==> src/rtl/hex_payload_key_value_extractor_core_macros.svh <==
// Assertion macros shared by the files of the hex payload key/value extractor.
`ifndef HEX_PAYLOAD_KEY_VALUE_EXTRACTOR_CORE_MACROS_SVH
`define HEX_PAYLOAD_KEY_VALUE_EXTRACTOR_CORE_MACROS_SVH

`ifndef NO_ASSERTIONS
// Condition in one cycle implies a consequence in the same cycle.
`define HPKV_ASSERT_SAME(label, ante, cons) \
  label: assert property (@(posedge clk) disable iff (!rst_n) (ante) |-> (cons)) \
    else $error("hpkv assertion failed");
// Condition in one cycle implies a consequence in the next cycle.
`define HPKV_ASSERT_NEXT(label, ante, cons) \
  label: assert property (@(posedge clk) disable iff (!rst_n) (ante) |=> (cons)) \
    else $error("hpkv assertion failed");
`else
`define HPKV_ASSERT_SAME(label, ante, cons)
`define HPKV_ASSERT_NEXT(label, ante, cons)
`endif

`endif

==> src/rtl/hpkv_pkg.sv <==
// Types, constants and key table of the hex payload key/value extractor.
package hpkv_pkg;

  // Input beat: one hex character and the end-of-payload flag.
  typedef struct packed {
    logic [7:0] hex_char;
    logic       last;
  } hpkv_in_t;

  // Result beat: parsed value and the found flag.
  typedef struct packed {
    logic signed [31:0] value;
    logic               found;
  } hpkv_out_t;

  // Parser phases, one-hot.
  typedef enum logic [4:0] {
    PH_SEARCH = 5'b00001,
    PH_SPACE  = 5'b00010,
    PH_SIGNED = 5'b00100,
    PH_DIGITS = 5'b01000,
    PH_DONE   = 5'b10000
  } hpkv_phase_t;

  localparam logic [3:0]  KEY_LEN    = 4'd8;
  localparam logic [35:0] MAG_LIMIT  = 36'h0_8000_0000;
  localparam logic [31:0] POS_MAX    = 32'h7FFF_FFFF;
  localparam logic [31:0] NOT_FOUND  = 32'hFFFF_FFFF;

  // Key text: quote, v, a, l, u, e, quote, colon.
  function automatic logic [7:0] key_byte(input logic [2:0] idx);
    logic [7:0] b;
    case (idx)
      3'd0:    b = 8'h22;
      3'd1:    b = 8'h76;
      3'd2:    b = 8'h61;
      3'd3:    b = 8'h6C;
      3'd4:    b = 8'h75;
      3'd5:    b = 8'h65;
      3'd6:    b = 8'h22;
      default: b = 8'h3A;
    endcase
    return b;
  endfunction

  // Fallback position after a mismatch; only the colon position falls back
  // to the state where a quote has already been matched.
  function automatic logic [2:0] key_fallback(input logic [2:0] idx);
    return (idx == 3'd7) ? 3'd1 : 3'd0;
  endfunction

  // Hex digit decode: bit 4 is the valid flag, bits 3:0 the nibble.
  function automatic logic [4:0] hex_nibble(input logic [7:0] c);
    logic [4:0] r;
    if (c >= 8'h30 && c <= 8'h39) begin
      r = {1'b1, c[3:0]};
    end else if ((c >= 8'h61 && c <= 8'h66) || (c >= 8'h41 && c <= 8'h46)) begin
      r = {1'b1, c[3:0] + 4'd9};
    end else begin
      r = 5'b0_0000;
    end
    return r;
  endfunction

endpackage

==> src/rtl/hex_payload_key_value_extractor_core.sv <==
// Top level of the hex payload key/value extractor: beat registers and handshakes.
//
//  channel  | handshake            | payload               | beats
//  ---------+----------------------+-----------------------+------------------------
//  in_      | in_valid / in_stall  | hpkv_in_t  in_data    | one hex character each
//  out_     | out_valid / out_stall| hpkv_out_t out_data   | one per beat with last
//
// One beat is accepted per cycle while in_stall is low. A beat is registered in the input
// register; when it moves on, the parser updates its state and a last beat loads the
// result register, which then drives the result with out_valid.
// Reset is synchronous on rst_n low and returns the parser to a fresh payload.
// out_stall holds back only a last beat while the result register is still
// full; other beats keep flowing.
module hex_payload_key_value_extractor_core (
  input  logic                clk,
  input  logic                rst_n,
  input  logic                in_valid,
  output logic                in_stall,
  input  hpkv_pkg::hpkv_in_t  in_data,
  output logic                out_valid,
  input  logic                out_stall,
  output hpkv_pkg::hpkv_out_t out_data
);
  import hpkv_pkg::*;

  logic      in_vld_r, in_vld_nxt;
  hpkv_in_t  in_r;
  logic      out_vld_r, out_vld_nxt;
  hpkv_out_t out_r;
  hpkv_out_t result;
  logic      out_free;
  logic      adv;

  // A beat in the input register moves on unless it is a last beat that
  // finds the result register occupied.
  assign out_free = !out_vld_r || !out_stall;
  assign adv      = in_vld_r && (!in_r.last || out_free);
  assign in_stall = in_vld_r && !adv;

  assign in_vld_nxt  = in_stall ? 1'b1 : in_valid;
  assign out_vld_nxt = (adv && in_r.last) ? 1'b1 : (out_stall ? out_vld_r : 1'b0);

  hpkv_parser u_parser (
    .clk    (clk),
    .rst_n  (rst_n),
    .en     (adv),
    .beat   (in_r),
    .result (result)
  );

  // Valid flags.
  always_ff @(posedge clk) begin
    if (!rst_n) begin
      in_vld_r  <= 1'b0;
      out_vld_r <= 1'b0;
    end else begin
      in_vld_r  <= in_vld_nxt;
      out_vld_r <= out_vld_nxt;
    end
  end

  // Payload registers.
  always_ff @(posedge clk) begin
    if (!in_stall) begin
      in_r <= in_data;
    end
    if (adv && in_r.last) begin
      out_r <= result;
    end
  end

  assign out_valid = out_vld_r;
  assign out_data  = out_r;

`include "hex_payload_key_value_extractor_core_macros.svh"

  // A last beat that moves on always produces a result in the next cycle.
  `HPKV_ASSERT_NEXT(a_last_gives_result, adv && in_r.last, out_vld_r)
  // A result without a found number carries minus one.
  `HPKV_ASSERT_SAME(a_not_found_value, out_vld_r && !out_data.found, out_data.value == NOT_FOUND)
  // A blocked last beat stays in the input register.
  `HPKV_ASSERT_NEXT(a_last_held, in_vld_r && in_r.last && out_vld_r && out_stall, in_vld_r && in_r.last)
  // The parser never advances a last beat onto an undrained result.
  `HPKV_ASSERT_SAME(a_no_overwrite, adv && in_r.last && out_vld_r, !out_stall)

endmodule

==> src/rtl/hpkv_parser.sv <==
// Byte assembly, key search and number parser with its per-payload state.
module hpkv_parser (
  input  logic              clk,
  input  logic              rst_n,
  input  logic              en,
  input  hpkv_pkg::hpkv_in_t  beat,
  output hpkv_pkg::hpkv_out_t result
);
  import hpkv_pkg::*;

  logic        nphase_r, nphase_nxt;
  logic [3:0]  high_r, high_nxt;
  logic        stopped_r, stopped_nxt;
  logic [3:0]  kcnt_r, kcnt_nxt;
  hpkv_phase_t phase_r, phase_nxt;
  logic        neg_r, neg_nxt;
  logic        digit_r, digit_nxt;
  logic [31:0] acc_r, acc_nxt;

  logic [4:0]  nib;
  logic [7:0]  byte_w;
  logic        take;
  logic        is_digit;
  logic        is_space;
  logic [2:0]  k0, k1, k2;
  logic [3:0]  kn;
  logic [35:0] acc_wide;

  // Character decode and candidate byte.
  assign nib      = hex_nibble(beat.hex_char);
  assign byte_w   = {high_r, nib[3:0]};
  assign is_digit = (byte_w >= 8'h30) && (byte_w <= 8'h39);
  assign is_space = (byte_w == 8'h20) || ((byte_w >= 8'h09) && (byte_w <= 8'h0D));

  // Key match with fallback: at most two fallback steps are ever needed.
  always_comb begin
    k0 = kcnt_r[3] ? 3'd0 : kcnt_r[2:0];
    k1 = ((k0 != 3'd0) && (byte_w != key_byte(k0))) ? key_fallback(k0) : k0;
    k2 = ((k1 != 3'd0) && (byte_w != key_byte(k1))) ? key_fallback(k1) : k1;
    kn = {1'b0, k2} + {3'b000, (byte_w == key_byte(k2))};
  end

  // Magnitude times ten plus the new digit, saturated at the limit.
  always_comb begin
    acc_wide = ({4'b0000, acc_r} << 3) + ({4'b0000, acc_r} << 1)
             + {32'd0, byte_w[3:0]};
    if (acc_wide > MAG_LIMIT) begin
      acc_wide = MAG_LIMIT;
    end
  end

  // Next state for one beat, result from the updated state, then the
  // payload-end clear.
  always_comb begin
    nphase_nxt  = nphase_r;
    high_nxt    = high_r;
    stopped_nxt = stopped_r;
    kcnt_nxt    = kcnt_r;
    phase_nxt   = phase_r;
    neg_nxt     = neg_r;
    digit_nxt   = digit_r;
    acc_nxt     = acc_r;
    take        = 1'b0;

    if (!stopped_r) begin
      if (!nib[4]) begin
        stopped_nxt = 1'b1;
      end else if (!nphase_r) begin
        high_nxt   = nib[3:0];
        nphase_nxt = 1'b1;
      end else begin
        nphase_nxt = 1'b0;
        if (byte_w == 8'h00) begin
          stopped_nxt = 1'b1;
        end else begin
          take = 1'b1;
        end
      end
    end

    if (take) begin
      unique case (phase_r)
        PH_SEARCH: begin
          kcnt_nxt = kn;
          if (kn == KEY_LEN) begin
            phase_nxt = PH_SPACE;
          end
        end
        PH_SPACE: begin
          if (is_space) begin
            phase_nxt = PH_SPACE;
          end else if ((byte_w == 8'h2B) || (byte_w == 8'h2D)) begin
            neg_nxt   = (byte_w == 8'h2D);
            phase_nxt = PH_SIGNED;
          end else if (is_digit) begin
            acc_nxt   = acc_wide[31:0];
            digit_nxt = 1'b1;
            phase_nxt = PH_DIGITS;
          end else begin
            phase_nxt = PH_DONE;
          end
        end
        PH_SIGNED, PH_DIGITS: begin
          if (is_digit) begin
            acc_nxt   = acc_wide[31:0];
            digit_nxt = 1'b1;
            phase_nxt = PH_DIGITS;
          end else begin
            phase_nxt = PH_DONE;
          end
        end
        PH_DONE: begin
          phase_nxt = PH_DONE;
        end
        default: begin
          phase_nxt = phase_r;
        end
      endcase
    end

    // Result as it stands after this beat.
    result.found = digit_nxt;
    if (!digit_nxt) begin
      result.value = NOT_FOUND;
    end else if (neg_nxt) begin
      result.value = 32'd0 - acc_nxt;
    end else begin
      result.value = acc_nxt[31] ? POS_MAX : acc_nxt;
    end

    // The last beat of a payload starts a fresh one.
    if (beat.last) begin
      nphase_nxt  = 1'b0;
      high_nxt    = 4'd0;
      stopped_nxt = 1'b0;
      kcnt_nxt    = 4'd0;
      phase_nxt   = PH_SEARCH;
      neg_nxt     = 1'b0;
      digit_nxt   = 1'b0;
      acc_nxt     = 32'd0;
    end
  end

  // State registers, updated once per processed beat.
  always_ff @(posedge clk) begin
    if (!rst_n) begin
      nphase_r  <= 1'b0;
      high_r    <= 4'd0;
      stopped_r <= 1'b0;
      kcnt_r    <= 4'd0;
      phase_r   <= PH_SEARCH;
      neg_r     <= 1'b0;
      digit_r   <= 1'b0;
      acc_r     <= 32'd0;
    end else if (en) begin
      nphase_r  <= nphase_nxt;
      high_r    <= high_nxt;
      stopped_r <= stopped_nxt;
      kcnt_r    <= kcnt_nxt;
      phase_r   <= phase_nxt;
      neg_r     <= neg_nxt;
      digit_r   <= digit_nxt;
      acc_r     <= acc_nxt;
    end
  end

endmodule

==> config.mk <==
export PLATFORM = sky130hd
export DESIGN_NAME = hex_payload_key_value_extractor_core
export DESIGN_NICKNAME = d
export VERILOG_FILES = /design/src/rtl/hpkv_pkg.sv /design/src/rtl/hex_payload_key_value_extractor_core.sv /design/src/rtl/hpkv_parser.sv
export VERILOG_INCLUDE_DIRS = /design/src /design/src/rtl
export SDC_FILE = /design/constraint.sdc
export NUM_CORES = 1
export LEC_CHECK = 0
export BUFFER_PORTS_ARGS = -buffer_cell sky130_fd_sc_hd__buf_2
export CORE_MARGIN = 2
export CORE_UTILIZATION = 34
export DETAILED_ROUTE_END_ITERATION = 8
export PLACE_DENSITY = 0.5
export SLEW_MARGIN = 30
export SYNTH_ARGS = -nofsm -noshare
export SYNTH_HDL_FRONTEND = slang
export SYNTH_HIERARCHICAL = 1
export SYNTH_SLANG_ARGS = --single-unit
export TNS_END_PERCENT = 30
==> constraint.sdc <==
create_clock -name clk -period 15.3 [get_ports clk]
set_input_delay 2.295 -clock clk [delete_from_list [all_inputs] [get_ports clk]]
set_output_delay 2.295 -clock clk [all_outputs]
set_load 0.03 [all_outputs]
### Word-level counts from Yosys, hierarchy flattened

Cells that the tools add are included.

* bits in registers: 93
* input port bits: 13
* output and inout port bits: 35
* logic and storage cells: 163

* add/subtract/negate cells: 5
* magnitude comparators: 11
* equal/unequal tests: 36
* mux-type cells: 60
* reduce and logical (&&, ||, !) cells: 37

Operators by type and width (count)
* 32-bit two-way mux: 7
* 7-bit one-hot mux with 6 select lines: 3
* 32-bit one-hot mux with 2 select lines: 1
* 5-bit two-way mux: 8
* 35-bit by 33-bit adder with 36-bit output: 1
* 36-bit by 4-bit adder with 36-bit output: 1
* 36-bit by 32-bit > comparator with 1-bit output (second input constant): 1
* 3-bit == test (second input constant): 11
* 1-bit by 32-bit subtractor with 32-bit output (first input constant): 1
* 31-bit two-way mux: 1
* 1-bit two-way mux: 28
* 4-bit two-way mux: 7
* 8-bit by 6-bit == test with 1-bit output (second input constant): 3
* 5-bit one-hot mux with 4 select lines: 1
* 3-bit by 2-bit == test with 1-bit output (second input constant): 6
* 8-bit by 6-bit >= comparator with 1-bit output (second input constant): 2
* 8-bit by 7-bit >= comparator with 1-bit output (second input constant): 2
* 8-bit by 6-bit less-or-equal comparator with 1-bit output (second input constant): 2
* 8-bit by 7-bit less-or-equal comparator with 1-bit output (second input constant): 2
* 8-bit by 7-bit inequality test with 1-bit output: 2
* 1-bit logical AND: 10
* 3-bit by 1-bit == test with 1-bit output (second input constant): 3
* 3-bit zero test: 3
* 3-bit two-way mux: 3
* 24 further kinds: 40

### Longest topological paths before layout

Gate-level depths: netlist of run 1.

* word-level depth: 24
* gate-level depth with buffers: 30
* gate-level depth less buffers: 29

### Modules after synthesis

The synthesis of run 1 kept the hierarchy.

Modules (own cells, without submodules)
* hpkv_parser: times used 1, cells each 1049, area each 7404.6 sq um, sequential area each 980.9 sq um
* hex_payload_key_value_extractor_core: times used 1, cells each 53, area each 1355.0 sq um, sequential area each 1301.2 sq um

### Worst setup path before layout of run 1

OpenSTA, ideal clock, no wires.

* kind: register -> register
* start point: register in_r[4] (netlist bit)
* end point: register out_r, in the netlist out_data[27] (data pin)
* library setup time: 0.268 ns
* arrival time: 5.640 ns
* required time: 15.032 ns
* slack: 9.393 ns
* cell stages (with the launch flop): 28
* buffers on the path: 2
* clock period less this slack: 5.907 ns
* path through: edfxtp_1 -> or4b_4 -> nor3b_2 -> a21o_1 -> buf_4 -> inv_1 -> fa_1 -> inv_1 -> ha_1 -> a211oi_1 -> o211ai_1 -> a22oi_2 -> nand2b_1 -> buf_4 -> a211o_1 -> and3_1 -> nand4b_1 -> nand2_1 -> nand2_1 -> nor2_1 -> a22oi_1 -> ha_1 -> nand3_1 -> nor2_1 -> nand3_2 -> o41ai_2 -> xor2_1 -> nand2_1

* word-level cells in the longest chain between the ends: 15
* elaborated cells between the ends (all ways): 49
* those cells by class: add/sub: 3; order compare: 11; eq/ne: 3; mux: 23; reduce/logical: 9

RTL lines
* from (decl): line hex_payload_key_value_extractor_core.sv:27 `hpkv_in_t in_r;`
* from (signal assigned): line hex_payload_key_value_extractor_core.sv:65 `in_r <= in_data;`
* 8-bit by 7-bit >= comparator with 1-bit output or 8-bit by 7-bit less-or-equal comparator with 1-bit output (tied branches): line hpkv_pkg.sv:57 `end else if ((c >= 8'h61 && c <= 8'h66) || (c >= 8'h41 && c <= 8'h46)) begin`
* 1-bit logical AND: line hpkv_pkg.sv:57
* 1-bit logical OR: line hpkv_pkg.sv:57
* 5-bit two-way mux: line hpkv_pkg.sv:57
* 5-bit two-way mux (*): line hpkv_pkg.sv:55 `if (c >= 8'h30 && c <= 8'h39) begin`
* 36-bit by 4-bit adder with 36-bit output: line hpkv_parser.sv:46 `+ {32'd0, byte_w[3:0]};`
* 36-bit by 32-bit > comparator with 1-bit output: line hpkv_parser.sv:47 `if (acc_wide > MAG_LIMIT) begin`
* 32-bit two-way mux: line hpkv_parser.sv:47
* 32-bit two-way mux: line hpkv_parser.sv:95, hpkv_parser.sv:104
* 32-bit two-way mux: line hpkv_parser.sv:92 `end else if ((byte_w == 8'h2B) || (byte_w == 8'h2D)) begin`
* 32-bit two-way mux: line hpkv_parser.sv:90 `if (is_space) begin`
* 32-bit one-hot mux with 2 select lines: line hpkv_parser.sv:82 `unique case (phase_r)`
* 32-bit two-way mux: line hpkv_parser.sv:81 `if (take) begin`
* 1-bit by 32-bit subtractor with 32-bit output or 31-bit two-way mux (tied branches): line hpkv_parser.sv:126, hpkv_parser.sv:128
* 32-bit two-way mux: line hpkv_parser.sv:125 `end else if (neg_nxt) begin`
* to (signal assigned): line hex_payload_key_value_extractor_core.sv:68 `out_r <= result;`
* to (decl): line hex_payload_key_value_extractor_core.sv:29 `hpkv_out_t out_r;`

Every way passes the cells marked *; elsewhere a longest branch is shown, timed or not.
A chain may end at the register's enable or synchronous reset.

### Final worst setup path of run 1

Same ends and word-level chain as after synthesis.

==> flow_metrics.env, run 1 <==
export IMPL_slew_headroom_pct=39.7
export IMPL_dpl_worst_slack_ns=8.14
export IMPL_setup_viol=0
export IMPL_grt_pass1_vias=7728
export IMPL_cts_tree="done"
export IMPL_grt_overflow=0
export IMPL_post_route_drc_count=0
export IMPL_rows=58
export IMPL_stdcell_area_mm2=0.00955
export IMPL_synth_edff_count=42
export IMPL_yosysWarningCount=6
export IMPL_synth_area_leaders="edfxtp_1 14%, dfxtp_1 12%, ha_1 10%, nand2_1 5.7%, a21oi_1 4.9%"
export IMPL_synth_area_mm2=0.00876
export IMPL_tightest_slew_ns=0.892
export IMPL_postRouteAntennaNets=0
export IMPL_synth_ff_type="dfxtp_1"
export IMPL_yosysSeqAreaShare_pct=26.1
export IMPL_power_uw=526
export IMPL_cts_hold_buf=0
export IMPL_cts_sinks=93
export IMPL_syn2layout_area_growth_pct=9.04
export IMPL_port_buffers=47
export IMPL_clk_pin_slew_ns=0.08
export IMPL_post_drt_wl_per_cell_um=19.2
export IMPL_startpoint_type="flip-flop"
export IMPL_htree_levels=3
export IMPL_yosys_register_bits=93
export IMPL_core_area_mm2=0.0253
export IMPL_ys_async_sr_fraction_pct=0
export IMPL_skew_ns=0.0153
export IMPL_rsz0062_at_grt="false"
export IMPL_nets=1192
export IMPL_drt_iter0_markers=598
export IMPL_grt_max_degree=51
export IMPL_synthCells=1102
export IMPL_startpoint="in_r[4]"
export IMPL_io_pins=48
export IMPL_dpl_cell_area_mm2=0.00923
export IMPL_hp_start="u_parser/digit_r"
export IMPL_initial_core_util_pct=34.7
export IMPL_dr_pass1_iters=5
export IMPL_fin_tns_setup_ns=0
export IMPL_diodes=0
export IMPL_peakVddDrop_uv=47.0
export IMPL_worstPathArrival_ns=7.41
export IMPL_worstPathMaxFanout=9
export IMPL_antenna_found_initial=0
export IMPL_place_gp_congestion=0.910
export IMPL_die_area_mm2=0.0271
export IMPL_die_w_um=165
export IMPL_grt_total_usage_pct=20.7
export IMPL_status="finished clean"
export IMPL_worst_slack_ns=7.99
export IMPL_power_density_mw_per_mm2=55.1
export IMPL_die_h_um=165
export IMPL_period_needed_ns=7.31
export IMPL_crit_required_ns=15.40
export IMPL_drive_gt1_share_pct=11.5
export IMPL_cts_setup_buffers=0
export IMPL_drv_slew=0
export IMPL_num_vias=8187
export IMPL_post_cts_resized=0
export IMPL_vias_per_cell=5.68
export IMPL_clk_latency_ns=0.36
export IMPL_hold_viol_final=0
export IMPL_synth_fp_nets=1188
export IMPL_cts_max_path_buffers=2
export IMPL_synth_area_leader_cell="edfxtp_1"
export IMPL_fin_crit_sh_pct=47.8
export IMPL_critical_path_class="reg -> reg"
export IMPL_synth_top_area_share_pct=14.4
export IMPL_grt_pass1_wl_um=43600
export IMPL_wirelength_um=27700
export IMPL_cts_root_buf="clkbuf_16"
export IMPL_max_freq_mhz=137
export IMPL_cts_buffers=9
export IMPL_ys_types=96
export IMPL_hold_slack_ns=0.474
export IMPL_end_kind="flip-flop"
export IMPL_dpl_hpwl_um=21100
export IMPL_holdCritPathClass="reg -> reg"
export IMPL_synth_avg_cell_area_um2=7.95
export IMPL_reg2reg_from="in_r[4]"
export IMPL_maxCapViolCount=0
export IMPL_p_leak_nw=3.69
==> cells in the mapped netlist (14+ instances only) <==
library cell  count
nand3_1          30
edfxtp_1         42
ha_1             71
xnor2_1          34
dfxtp_1          51
nor2_1           68
xor2_1           33
buf_2            16
nand2_1         132
o21a_1           14
nor3_1           31
inv_1            45
o22ai_1          30
nor2b_1          36
o21ai_0          50
and2_1           35
clkbuf_1         37
a21oi_1          86
==> cell families after synthesis <==
family	after synthesis	synth area share, %
simple gates	434	26.3
mux	3	0.486
buf+inv	110	5.33
fa+ha+maj	73	10.6
compound gates	322	24.5
xor+xnor	67	6.70
flops	93	26.1
==> registers in the layout, indices dropped and copies added (netlist names) <==
signal	cells
in_r	9
u_parser/neg_r	1
u_parser/high_r	4
u_parser/nphase_r	1
u_parser/acc_r	32
u_parser/digit_r	1
u_parser/phase_r	5
in_vld_r	1
out_valid	1
u_parser/kcnt_r	4
u_parser/stopped_r	1
out_data	33
==> per-layer routing <==
metal	wire (µm)	track usage, %
met2	12300	32.4
met4	444	4.78
met5	0	0
met1	13600	30.2
met3	1390	2.94
==> final cells by class <==
class / instances / area (µm²)
clock inverter: 7 / 76.3
clock buffer: 9 / 225
tap: 330 / 413
inverter: 46 / 173
multi-input combinational: 899 / 6070
timing repair buffer: 57 / 314
sequential: 93 / 2280
fill: 2657 / 15700
==> worst paths after layout <==
path,end,slack (ns),depth (start not counted)
hold / removal,u_parser/digit_r,0.47,2
hold reg to reg,u_parser/digit_r,0.47,2
setup / recovery,out_data[27],7.99,26
setup reg to reg,out_data[27],7.99,26
==> cells in the final DEF, fill, tap and decap left out, types with 5 or more instances in the layout <==
cell type  netlist  routed
and3_1           7       7
buf_2           16      47
o21bai_1         5       5
nor4_1           9       9
o211ai_1        11      11
and2_1          35      35
o31ai_1         13      12
nand2_1        132     132
a21oi_2          6       6
clkbuf_16        0       9
a22oi_1          9       9
nand2b_1        13      13
xnor2_1         34      34
or4_1            5       5
inv_1           45      45
nor2_1          68      68
xor2_1          33      33
nand4_1         13      13
dfxtp_1         51      51
edfxtp_1        42      42
or3_1            7       7
o31a_1           5       5
a21o_1          13      13
nor3_1          31      31
o22ai_1         30      30
buf_4            5       9
nand3_1         30      30
a31oi_1         10       9
o21ai_0         50      50
o21a_1          14      14
nor2b_1         36      35
ha_1            71      71
nor3b_1          7       7
o21ai_1         11      11
a21oi_1         86      85
==> report_power, final <==
group	internal [mW]	total, mW	switching (mW)
Combinational	0.00902	0.0281	0.0190
Clock	0.117	0.235	0.118
Sequential	0.261	0.264	0.00289
Total	0.386	0.526	0.140
==> metrics by stage <==
stage,utilization (%),std cells
after detailed placement,36.6,1424
after global routing,37.8,1441
final,37.8,1441
after floorplan,-,1102
after global placement,36.6,1424
after CTS,37.8,1440
==> worst max-delay path, cell delays in order, from the launching register on <==
cell,delay [ns]
edfxtp_1,0.49
or4b_4,0.58
nor3b_2,0.30
a21o_1,0.35
inv_1,0.10
fa_1,0.54
inv_1,0.06
ha_1,0.30
a211oi_1,0.28
o211ai_1,0.23
a22oi_2,0.46
nand2b_1,0.28
a31oi_1,0.37
or4_1,0.18
nor4_1,0.05
nand4b_1,0.22
nand2_1,0.08
nand2_1,0.28
nor2_1,0.10
a22oi_1,0.25
ha_1,0.32
nand3_1,0.09
nor2_1,0.18
nand3_2,0.26
o41ai_2,0.43
xor2_1,0.18
nand2_1,0.06
Note: power is estimated with default switching activity, not from simulation.
==> run 2, diff against run 1 <==
==> constraint.sdc (replaced) <==
create_clock -name clk -period 7.5 [get_ports clk]
set_input_delay 1.125 -clock clk [delete_from_list [all_inputs] [get_ports clk]]
set_output_delay 1.125 -clock clk [all_outputs]
set_load 0.03 [all_outputs]
==> run 2 against run 1 <==
Effect of this change: final cell count grew 0.62%; setup slack got worse by 7.4 ns; die area unchanged; critical endpoint is now out_data[19]; clock-buffer cell count is 1 higher; register-to-register slack worse by 7.4 ns.
==> flow_metrics.env, run 2 (synthesis gave the netlist of run 1 again) <==
export IMPL_vias_per_cell=5.65
export IMPL_fillers=2668
export IMPL_cts_tree="done"
export IMPL_dr_pass1_iters=5
export IMPL_rsz0062_at_grt="false"
export IMPL_setup_viol=0
export IMPL_seqCellArea_mm2=0.00228
export IMPL_cts_sinks=93
export IMPL_peakVddDrop_uv=83.7
export IMPL_diodes=0
export IMPL_power_density_mw_per_mm2=115
export IMPL_worstPathMaxFanout=9
export IMPL_path_buf_inv=1
export IMPL_fin_tns_setup_ns=0
export IMPL_cts_max_path_buffers=2
export IMPL_worst_slack_ns=0.554
export IMPL_skew_ns=0.00752
export IMPL_drt_iter0_markers=621
export IMPL_hold_viol_final=0
export IMPL_place_gp_congestion=0.925
export IMPL_power_mw=1.11
export IMPL_worst_path_most_repeated_cell="nand2_1"
export IMPL_drive_gt1_share_pct=12.1
export IMPL_num_vias=8187
export IMPL_cts_buffers=9
export IMPL_dpl_worst_slack_ns=0.474
export IMPL_fin_crit_sh_pct=92.6
export IMPL_slowest_stage="or4b_4"
export IMPL_post_route_drc_count=0
export IMPL_postRouteAntennaNets=0
export IMPL_grt_total_usage_pct=20.7
export IMPL_p_leak_nw=3.74
export IMPL_die_h_um=165
export IMPL_slew_headroom_pct=39.8
export IMPL_grt_pass1_vias=7683
export IMPL_dpl_hpwl_um=21200
export IMPL_syn2layout_area_growth_pct=10.0
export IMPL_clk_pin_slew_ns=0.07
export IMPL_grt_pass1_wl_um=43600
export IMPL_crit_required_ns=7.61
export IMPL_max_freq_mhz=144
export IMPL_clk_latency_ns=0.36
export IMPL_maxCapViolCount=0
export IMPL_tightest_slew_ns=0.896
export IMPL_die_area_mm2=0.0271
export IMPL_core_area_mm2=0.0253
export IMPL_holdCritPathClass="reg -> reg"
export IMPL_worstPathArrival_ns=7.05
export IMPL_antenna_found_initial=0
export IMPL_drv_slew=0
export IMPL_post_drt_wl_per_cell_um=19.0
export IMPL_htree_levels=3
export IMPL_rows=58
export IMPL_final_common_cell="nand2_1"
export IMPL_grt_max_degree=51
export IMPL_max_stage_delay_ns=0.58
export IMPL_period_needed_ns=6.95
export IMPL_status="finished clean"
export IMPL_dpl_cell_area_mm2=0.00929
export IMPL_stdcell_area_mm2=0.00964
export IMPL_cts_root_buf="clkbuf_16"
export IMPL_largest_reg_flops=33
export IMPL_most_common_layout_cells="132 x nand2_1, 85 x a21oi_1, 71 x ha_1, 68 x nor2_1, 51 x dfxtp_1"
export IMPL_port_buffers=47
export IMPL_initial_core_util_pct=34.7
export IMPL_grt_overflow=0
export IMPL_startpoint_type="flip-flop"
export IMPL_multiInputGateArea_mm2=0.00607
export IMPL_path_delay_family="simple AND/OR/NAND/NOR gates"
export IMPL_io_pins=48
export IMPL_nets=1201
export IMPL_die_w_um=165
export IMPL_wirelength_um=27600
export IMPL_critical_path_class="reg -> reg"
export IMPL_end_kind="flip-flop"
-- run 2: power by group --
group | switching [mW] | total [mW] | internal [mW]
Combinational | 0.0405 | 0.0593 | 0.0188
Sequential | 0.00433 | 0.536 | 0.532
Clock | 0.216 | 0.512 | 0.296
-- run 2: final cells by class --
cell class	count	area share, %
clock inverter	6	0.974
timing repair buffer	66	3.96
inverter	46	1.79
sequential	93	23.7
clock buffer	10	2.38
tap	330	4.28
multi-input combinational	899	62.9
-- run 2: layer usage --
metal | track usage [%] | vias up | part of all wire [%]
met2 | 32.4 | 236 | 44
met1 | 30.5 | 3865 | 49
met5 | 0 | - | 0
li1 | - | 4060 | -
met4 | 4.74 | 0 | 1.7
met3 | 2.59 | 26 | 5.5
-- run 2: stage by stage --
stage / hold WS (ns) / utilization (%) / std cells
finish: 0.480 / 38.2 / 1450
global route: 0.520 / 38.2 / 1450
CTS: 0.481 / 38.0 / 1447
detailed placement: 0.470 / 36.8 / 1431
global placement: 0.449 / 36.8 / 1431
floorplan: 0.428 / - / 1102
-- run 2: worst paths after layout --
kind                      start            endpoint  slack [ns]  cells after the start
min          u_parser/stopped_r  u_parser/stopped_r        0.48                      2
min reg2reg  u_parser/stopped_r  u_parser/stopped_r        0.48                      2
max reg2reg             in_r[4]        out_data[19]        0.55                     25
max                     in_r[4]        out_data[19]        0.55                     25
-- run 2: what timing repair did --
item | CTS | global route
endpoints found under the setup margin | 0 | 1
hold buffers | 0 | 0
resized for setup | 0 | 0
setup buffers | 0 | 2
-- run 2: tightest hold or removal path, delay by kind of cell (launching register included) --
family | cells | cell delay (ns)
flops | 1 | 0.32
buf+inv | 1 | 0.06
compound gates | 1 | 0.05
==> run 3, diff against run 2 <==
--- a/config.mk
+++ b/config.mk
@@ -10,6 +10,7 @@
 export CORE_MARGIN = 2
 export CORE_UTILIZATION = 34
 export DETAILED_ROUTE_END_ITERATION = 8
+export MAX_ROUTING_LAYER = met4
 export PLACE_DENSITY = 0.5
 export SLEW_MARGIN = 30
 export SYNTH_ARGS = -nofsm -noshare
==> run 3 against run 2 <==
Effect of this change: clock power is 8.4% lower; wire length is 0.60% higher; die area stayed put; non-clock buffer count is 1 lower; critical path depth is 1 higher; largest power group unchanged.
==> flow_metrics.env, run 3 (synthesis gave the netlist of run 1 again) <==
export IMPL_fin_cells=1449
export IMPL_most_common_layout_cells="132 x nand2_1, 85 x a21oi_1, 71 x ha_1, 68 x nor2_1, 51 x dfxtp_1"
export IMPL_die_h_um=165
export IMPL_maxCapViolCount=0
export IMPL_hold_viol_final=0
export IMPL_post_route_drc_count=0
export IMPL_power_internal_uw=810
export IMPL_fin_crit_sh_pct=93.6
export IMPL_drive_gt1_share_pct=11.9
export IMPL_skew_ns=0.0126
export IMPL_vias_per_cell=5.60
export IMPL_worstPathMaxFanout=9
export IMPL_diodes=0
export IMPL_nets=1200
export IMPL_ff2ff_path_depth=26
export IMPL_place_gp_congestion=0.909
export IMPL_grt_total_usage_pct=21.2
export IMPL_swShare_pct=23.9
export IMPL_setup_viol=0
export IMPL_die_area_mm2=0.0271
export IMPL_max_freq_mhz=142
export IMPL_crit_cells=26
export IMPL_use_met3_pct=3.26
export IMPL_drv_slew=0
export IMPL_path_buf_inv=3
export IMPL_dpl_cell_area_mm2=0.00928
export IMPL_fin_tns_setup_ns=0
export IMPL_cts_root_buf="clkbuf_16"
export IMPL_io_pins=48
export IMPL_hold_slack_ns=0.462
export IMPL_die_w_um=165
export IMPL_post_cts_resized=0
export IMPL_core_area_mm2=0.0253
export IMPL_p_comb_share_pct=5.5
export IMPL_holdCritPathClass="reg -> reg"
export IMPL_cts_buffers=9
export IMPL_syn2layout_area_growth_pct=9.58
export IMPL_dpl_hpwl_um=21000
export IMPL_grt_max_degree=51
export IMPL_post_route_util_pct=38.0
export IMPL_antenna_found_initial=0
export IMPL_port_buffers=47
export IMPL_p_sw_uw=255
export IMPL_sequentialPowerShare_pct=50.4
export IMPL_stdcell_area_mm2=0.00960
export IMPL_clk_pin_slew_ns=0.07
export IMPL_path_delay_family="simple AND/OR/NAND/NOR gates"
export IMPL_min_path_cells=2
export IMPL_dp_cells=1430
export IMPL_slew_headroom_pct=38.8
export IMPL_wirelength_um=27700
export IMPL_rsz0062_at_grt="false"
export IMPL_num_vias=8118
export IMPL_max_stage_delay_ns=0.58
export IMPL_peakVddDrop_uv=116
export IMPL_final_common_cell="nand2_1"
export IMPL_tightest_slew_ns=0.911
export IMPL_post_drt_wl_per_cell_um=19.1
export IMPL_grt_pass1_vias=7648
export IMPL_clk_latency_ns=0.35
export IMPL_largest_reg_flops=33
export IMPL_status="finished clean"
export IMPL_grt_pass1_wl_um=43500
export IMPL_p_leak_nw=3.72
export IMPL_startpoint_type="flip-flop"
export IMPL_busiest_layer="met2"
export IMPL_end_kind="flip-flop"
export IMPL_worstPathArrival_ns=7.11
export IMPL_slowest_stage="or4b_4"
export IMPL_critical_path_class="reg -> reg"
export IMPL_dr_pass1_iters=6
export IMPL_use_met2_pct=32.1
export IMPL_period_needed_ns=7.02
export IMPL_cts_tree="done"
export IMPL_htree_levels=3
export IMPL_clkPwrFrac_pct=44.1
export IMPL_cts_max_path_buffers=2
export IMPL_postRouteAntennaNets=0
export IMPL_drt_iter0_markers=612
export IMPL_crit_required_ns=7.59
export IMPL_rows=58
export IMPL_grt_overflow=0
export IMPL_power_density_mw_per_mm2=111
export IMPL_initial_core_util_pct=34.7
export IMPL_cts_sinks=93
export IMPL_grt_use_met1_pct=29.9
==> run 3: final cells by class <==
cell class / count / area [µm²]
repair buffers: 65 / 374
inverters: 46 / 173
multi-input cells: 899 / 6060
flip-flops and latches: 93 / 2280
fillers: 2669 / 15700
clock buffers: 10 / 229
well taps: 330 / 413
clock inverters: 6 / 63.8
==> run 3: tightest hold or removal path: stages, from the launching register on <==
cell,delay (ns)
dfxtp_1,0.32
a21oi_1,0.04
nor2_1,0.07
==> run 3: power groups by stage <==
stage               Sequential (mW)  Clock (mW)  Combinational, mW
finish                        0.536       0.469             0.0587
global route                  0.537       0.503             0.0641
CTS                           0.536       0.486             0.0589
detailed placement            0.548           0             0.0587
global placement              0.548           0             0.0585
floorplan                     0.549           0             0.0373
==> run 3: timing repair <==
action	CTS	global route
hold endpoints to repair	0	0
hold buffers	0	0
endpoints found under the setup margin	0	6
buffers inserted	0	2
==> run 3: final timing paths <==
kind,from,end,slack [ns]
hold / removal,u_parser/digit_r,u_parser/digit_r,0.46
hold reg to reg,u_parser/digit_r,u_parser/digit_r,0.46
setup / recovery,in_r[4],out_data[27],0.48
setup reg to reg,in_r[4],out_data[27],0.48
==> run 3: stage by stage <==
stage | setup slack (ns) | power [mW]
after detailed placement | 0.350 | 0.607
after CTS | 0.304 | 1.08
after floorplan | 1.59 | 0.586
after global placement | 0.573 | 0.606
final | 0.482 | 1.06
after global routing | 0.00477 | 1.10
==> run 3: per-layer routing <==
metal	vias to the layer above	share of wire [%]
li1	4052	-
met5	-	0
met3	22	5.3
met2	216	44
met4	0	1.6
met1	3828	49
